**src/sv/ncb_pkg.sv**
```systemverilog
// Shared types, constants and a helper function for the neighbor contrast beta block.
package ncb_pkg;

    localparam int MAX_WIDTH_DEFAULT = 2048;
    localparam int HEIGHT_CAP        = 2048;

    localparam int CFG_W      = 12;
    localparam int COLOR_W    = 8;
    localparam int PIXEL_W    = 3 * COLOR_W;
    localparam int DIST_W     = 18;
    localparam int STEP_SUM_W = 20;
    localparam int STEP_CNT_W = 3;
    localparam int ROW_W      = 11;
    localparam int SUM_W      = 56;
    localparam int COUNT_W    = 40;
    localparam int BETA_W     = 64;
    localparam int FRAC_BITS  = 31;
    localparam int DIVIDEND_W = COUNT_W + FRAC_BITS;
    localparam int DIV_CNT_W  = $clog2(DIVIDEND_W + 1);

    localparam int ADDR_W = 3;
    localparam int DATA_W = 32;

    localparam logic [CFG_W-1:0] WIDTH_RESET  = CFG_W'(640);
    localparam logic [CFG_W-1:0] HEIGHT_RESET = CFG_W'(480);

    localparam logic [SUM_W-1:0]   SUM_MAX   = {SUM_W{1'b1}};
    localparam logic [COUNT_W-1:0] COUNT_MAX = {COUNT_W{1'b1}};

    typedef enum logic
    {
        REG_FRAME_WIDTH  = 1'b0,
        REG_FRAME_HEIGHT = 1'b1
    } reg_index_t;

    typedef enum logic [2:0]
    {
        S_IDLE,
        S_DIST,
        S_ACCUM,
        S_LAUNCH,
        S_DIVIDE,
        S_EMIT
    } state_t;

    typedef struct packed
    {
        logic [COLOR_W-1:0] pixel_red;
        logic [COLOR_W-1:0] pixel_green;
        logic [COLOR_W-1:0] pixel_blue;
        logic               final_pixel;
    } pixel_word_t;

    typedef struct packed
    {
        logic [BETA_W-1:0]  beta_value;
        logic [SUM_W-1:0]   diff_sum;
        logic [COUNT_W-1:0] pair_count;
        logic               saturated;
    } result_word_t;

    typedef struct packed
    {
        logic accept;
        logic dist_en;
        logic accum_en;
        logic div_start;
        logic load_out;
    } ctrl_cmd_t;

    typedef struct packed
    {
        logic final_flag;
        logic div_busy;
        logic out_free;
    } ctrl_status_t;

    // squared RGB distance of two packed pixels
    function automatic logic [DIST_W-1:0] color_dist2(
        input logic [PIXEL_W-1:0] a,
        input logic [PIXEL_W-1:0] b
    );
        logic signed [COLOR_W:0]     d;
        logic        [2*COLOR_W-1:0] sq;
        logic        [DIST_W-1:0]    acc;
        acc = '0;
        for (int c = 0; c < 3; c++)
        begin
            d   = $signed({1'b0, a[c*COLOR_W +: COLOR_W]})
                - $signed({1'b0, b[c*COLOR_W +: COLOR_W]});
            sq  = (2*COLOR_W)'(d * d);
            acc = acc + DIST_W'(sq);
        end
        return acc;
    endfunction

endpackage

```
**src/sv/ncb_ctrl.sv**
```systemverilog
// Sequencing state machine: pixel intake, accumulation steps, divide and result load.
module ncb_ctrl
(
    input  logic                  clk,
    input  logic                  rst_n,
    input  logic                  pixel_valid,
    output logic                  pixel_ready,
    input  ncb_pkg::ctrl_status_t status,
    output ncb_pkg::ctrl_cmd_t    cmd
);

    ncb_pkg::state_t state_reg, state_next;

    always_ff @(posedge clk or negedge rst_n)
    begin
        if (!rst_n)
        begin
            state_reg <= ncb_pkg::S_IDLE;
        end
        else
        begin
            state_reg <= state_next;
        end
    end

    always_comb
    begin
        state_next = state_reg;
        unique case (state_reg)
            ncb_pkg::S_IDLE:
            begin
                if (pixel_valid)
                begin
                    state_next = ncb_pkg::S_DIST;
                end
            end
            ncb_pkg::S_DIST:
            begin
                state_next = ncb_pkg::S_ACCUM;
            end
            ncb_pkg::S_ACCUM:
            begin
                state_next = status.final_flag ? ncb_pkg::S_LAUNCH : ncb_pkg::S_IDLE;
            end
            ncb_pkg::S_LAUNCH:
            begin
                state_next = ncb_pkg::S_DIVIDE;
            end
            ncb_pkg::S_DIVIDE:
            begin
                if (!status.div_busy)
                begin
                    state_next = ncb_pkg::S_EMIT;
                end
            end
            ncb_pkg::S_EMIT:
            begin
                if (status.out_free)
                begin
                    state_next = ncb_pkg::S_IDLE;
                end
            end
            default:
            begin
                state_next = ncb_pkg::S_IDLE;
            end
        endcase
    end

    always_comb
    begin
        pixel_ready   = 1'b0;
        cmd           = '0;
        unique case (state_reg)
            ncb_pkg::S_IDLE:
            begin
                pixel_ready = 1'b1;
                cmd.accept  = pixel_valid;
            end
            ncb_pkg::S_DIST:
            begin
                cmd.dist_en = 1'b1;
            end
            ncb_pkg::S_ACCUM:
            begin
                cmd.accum_en = 1'b1;
            end
            ncb_pkg::S_LAUNCH:
            begin
                cmd.div_start = 1'b1;
            end
            ncb_pkg::S_DIVIDE:
            begin
                cmd = '0;
            end
            ncb_pkg::S_EMIT:
            begin
                cmd.load_out = status.out_free;
            end
            default:
            begin
                cmd = '0;
            end
        endcase
    end

endmodule

```
**config.mk**
```make
export PLATFORM = sky130hd
export DESIGN_NAME = ncb_ctrl
export DESIGN_NICKNAME = d
export VERILOG_FILES = /design/src/sv/ncb_pkg.sv /design/src/sv/ncb_ctrl.sv
export SDC_FILE = /design/constraint.sdc
export NUM_CORES = 1
export LEC_CHECK = 0
export ABC_AREA = 1
export BUFFER_PORTS_ARGS = -buffer_cell sky130_fd_sc_hd__buf_4
export CORE_AREA = 4 4 41 43
export DETAILED_ROUTE_END_ITERATION = 6
export DIE_AREA = 0 0 45 47
export REMOVE_ABC_BUFFERS = 1
export SETUP_SLACK_MARGIN = 0.2
export SLEW_MARGIN = 20
export SYNTH_ARGS = -nofsm -noshare
export SYNTH_HDL_FRONTEND = slang
export SYNTH_SLANG_ARGS = --single-unit
```
**constraint.sdc**
```tcl
create_clock -name clk -period 1.2 [get_ports clk]
set_input_delay 0 -clock clk [delete_from_list [all_inputs] [get_ports clk]]
set_output_delay 0 -clock clk [all_outputs]
set_load 0.01 [all_outputs]
```
; ---- Word-level counts from Yosys, hierarchy flattened
; Cells that the tools add are included.
[totals]
reg_bits = 3
input_bits = 6
output_inout_bits = 6
wordCells = 22
[op_classes]
n_eq_ne = 8
mux = 11
reduce_logical = 2
[ops]
columns = operator, n
row1 = 3-bit case mux with 6 select lines, 1
row2 = 3-bit two-way mux, 3
row3 = 3-bit by 2-bit equality test with 1-bit output (second input constant), 2
row4 = 3-bit equality test (second input constant), 2
row5 = 1-bit two-way mux, 6
row6 = 2-bit != test (second input constant), 3
row7 = 3-bit by 1-bit equality test with 1-bit output (second input constant), 1
row8 = 3-bit logical NOT, 1
row9 = 3-bit AND reduction, 1
row10 = 2-bit two-way mux, 1

; ---- Logic depth before layout (Yosys ltp)
[logic_depth]
depth_word = 3
depth_mapped = 5
ltp_nobuf = 5

; ---- Worst setup path before layout
; No wires, ideal clock.
[synth_timing]
path_type = register to register
startpoint = register state_reg[1]
endpoint = register state_reg[2]
setup_ns = 0.065
arrival_ns = 0.866
t_required_ns = 1.135
path_slack_ns = 0.269
path_stages_with_launch = 5
path_buffers = 0
period_less_slack_ns = 0.931
cell_sequence = dfrtp_1 -> nor2_4 -> nand3_2 -> and2_1 -> nand2_1
[synth_via]
elab_chain_len = 3
elab_cells_between_ends = 11
cone_classes = 8 x eq/ne / 1 x mux / 2 x reduce/logical
[synth_rtl]
columns = element, line_no
row1 = "start, declared", ncb_ctrl.sv:12  ; ncb_pkg::state_t state_reg, state_next;
row2 = "start signal, assigned", ncb_ctrl.sv:18  ; state_reg <= ncb_pkg::S_IDLE;
row3 = "start signal, assigned", ncb_ctrl.sv:22  ; state_reg <= state_next;
row4 = 3-bit equality test / 3-bit logical NOT (equally long branches), ncb_ctrl.sv:29  ; unique case (state_reg)
row5 = 2-bit != test (no source line), --
row6 = 3-bit AND reduction (no source line), --
; Several ways; a longest one is shown, not always the timed one.
; A chain may end at the register's enable or synchronous reset.

==> impl_metrics.py <==
metrics = {
    "outcome": {
        "status": "completed",
    },
    "worst_setup_path": {
        "arrival_ns": 1.09,
        "critPathTopFamily": "flip-flops",
        "path_max_fanout": 4,
        "critical_path.cell_chain": "nor2_4 -> nand2_2 -> nor2_1 -> buf_4",
        "cp-end-kind": "output pin",
        "slowest_delay_ns": 0.43,
        "critPathKind": "flip-flop to output pin",
        "startpoint_type": "flip-flop",
        "cp.required_ns": 1.20,
        "cp_num_buf_inv": 1,
        "slowest_stage": "dfrtp_2",
    },
    "timing": {
        "skew_ns": 0.00263,
        "rsz0062_at_grt": "yes",
        "maxSlewViolCount": 0,
        "tightest_slew_ns": 0.167,
        "fin_hold_ws_ns": 0.0681,
        "fmax_mhz": 921,
        "finalCritPeriodShare_pct": 90.4,
        "fin_tns_setup_ns": 0,
        "relSlewSlack_pct": 88.9,
        "finalSetupViolations": 0,
        "timing_hold_violations_final": 0,
        "min_period_ns": 1.09,
    },
    "power": {
        "p_per_area_mw_per_mm2": 2410,
        "p_switching_mw": 0.436,
        "power.internal_mw": 0.664,
        "p_clk_share_pct": 16.2,
        "p_total_mw": 1.10,
        "power_frac_comb_pct": 63.4,
        "pwr-share-seq_pct": 20.4,
        "vdd_drop_max_uv": 988,
        "p_sw_share_pct": 39.6,
        "leakagePower_nw": 0.263,
    },
    "synthesis": {
        "syn_area_um2": 238,
        "yosysUniqueCellTypes": 12,
        "ys_seq_elements": 3,
        "synthAdderAreaFrac_pct": 0,
        "synth_top_family_by_area": "simple AND/OR/NAND/NOR gates",
        "synth_area_leaders": "dfrtp_1 32%, inv_1 14%, nand3_2 13%",
        "synth_compound_area_share_pct": 5.79,
        "synth_xor_area_share_pct": 0,
        "syn_inst": 35,
        "yosysSeqAreaShare_pct": 31.6,
        "muxShareOfSynthArea_pct": 0,
        "syn_avg_cell_area_um2": 6.79,
        "synth_area_leader_cell": "dfrtp_1",
        "yosysWarnings": 0,
        "synth_top_area_share_pct": 31.6,
        "yosys.area_share.simple_pct": 46.8,
    },
    "global_route": {
        "grt_use_total_pct": 7.67,
        "antenna_found_initial": 0,
        "grt_max_degree": 6,
        "overflow": 0,
        "grt_pass1_vias": 291,
        "grt_pass1_wl_um": 1110,
    },
    "detailed_routing": {
        "dr.pass1.iters": 2,
        "post-route-drc-count": 0,
        "vias": 293,
        "drt-initial-drc-count": 5,
        "antenna_left": 0,
        "detail_route.vias_per_cell": 3.96,
        "wl_um": 653,
        "post_drt_wl_per_cell_um": 8.82,
    },
    "finish": {
        "layout_common_cells": "17 x buf_4, 8 x inv_1, 5 x nand2_1, 5 x nor2_1",
        "antennaDiodeCount": 0,
        "syn_to_final_growth_pct": 92.1,
        "drive_gt1_share_pct": 54.2,
        "final_util_pct": 35.1,
        "fin_nets": 66,
        "layout_commonest_cell": "buf_4",
        "fin_cells": 74,
        "largest_reg_flops": 3,
    },
    "clock_tree": {
        "clkTransAtPathRegs_ns": 0.04,
        "cts_sinks": 3,
        "root_buffer": "clkbuf_4",
        "cts_buffers": 3,
        "clockBufferDepth": 2,
        "htreeDepth": 1,
        "cts_tree": "done",
        "clkLatencyLatePin_ns": 0.23,
    },
    "die": {
        "initial_core_util_pct": 18.3,
        "core_mm2": 0.00130,
        "pin_count": 12,
        "die-area_mm2": 0.00212,
        "die_y_um": 47,
        "num_rows": 13,
        "die_w_um": 45,
    },
    "placement": {
        "portBuffers": 11,
        "place_hpwl_um": 441,
        "gp_congestion": 0.681,
        "dp_cells": 61,
    },
    "flow_run": {
        "maxCapViolations": 0,
    },
    "min_path": {
        "hold_class": "primary input to flip-flop",
    },
}
power groups by stage:
stage | logic [mW] | registers (mW) | clock network [mW]
floorplan | 0.282 | 0.213 | 0
global placement | 0.442 | 0.226 | 0
detailed placement | 0.446 | 0.225 | 0
CTS | 0.661 | 0.221 | 0.189
global route | 0.769 | 0.233 | 0.198
finish | 0.697 | 0.224 | 0.178
metrics by stage:
| step | worst slack, ns | instance area (µm²) |
|---|---|---|
| finish | 0.115 | 457 |
| global route | 0.0559 | 457 |
| CTS | 0.0976 | 445 |
| detailed placement | 0.188 | 339 |
| global placement | 0.199 | 339 |
| floorplan | 0.269 | 238 |
synthesized netlist by cell type:
library cell	instances
inv_2	1
o22ai_1	1
nor2_1	5
nor2_4	1
dfrtp_1	3
nand2_1	6
o21bai_1	1
nand3_2	3
nand3_1	2
inv_1	9
nand4_1	2
and2_1	1
cell families after synthesis:
| kind of cell | after synthesis |
|---|---|
| simple gates | 20 |
| buf+inv | 10 |
| flops | 3 |
| compound gates | 2 |
routing by layer:
metal / global-route usage (%) / up-vias / wire length [µm]
li1: - / 155 / -
met1: 7.29 / 134 / 258
met2: 13.0 / 4 / 364
met3: 4.98 / 0 / 31
met4: 3.51 / 0 / 0
met5: 0 / - / 0
path summary, 6_finish.rpt:
check / start / to / slack (ns) / depth (start not counted)
worst max-delay path: state_reg[1] / cmd[4] / 0.11 / 4
worst min-delay path: status[2] / state_reg[1] / 0.07 / 3
worst max register to register: state_reg[1] / state_reg[2] / 0.14 / 5
worst min register to register: state_reg[0] / state_reg[1] / 0.67 / 2
max in group asynchronous: rst_n / state_reg[1] / 1.00 / 2
min in group asynchronous: rst_n / state_reg[0] / 0.09 / 2
worst register-to-register path, cell delays in order (launching register included):
cell,delay (ns)
dfrtp_2,0.43
nor2_4,0.15
buf_4,0.13
nand3_2,0.06
and2_1,0.16
nand2_1,0.06
final cells by class:
type / count / area [µm²]
timing repair buffer: 20 / 160
sequential: 3 / 78.8
inverter: 10 / 37.5
fill: 152 / 845
clock buffer: 4 / 26.3
multi-input combinational: 22 / 135
tap: 15 / 18.8
timing repair:
item                                    CTS  global route
pin swaps                                 1             1
hold buffers                              1             0
endpoints found under the hold margin     3             0
resized for setup                         6             2
buffers inserted                          8             0
endpoints found under the setup margin    8             8
(Power assumes the default switching activity.)
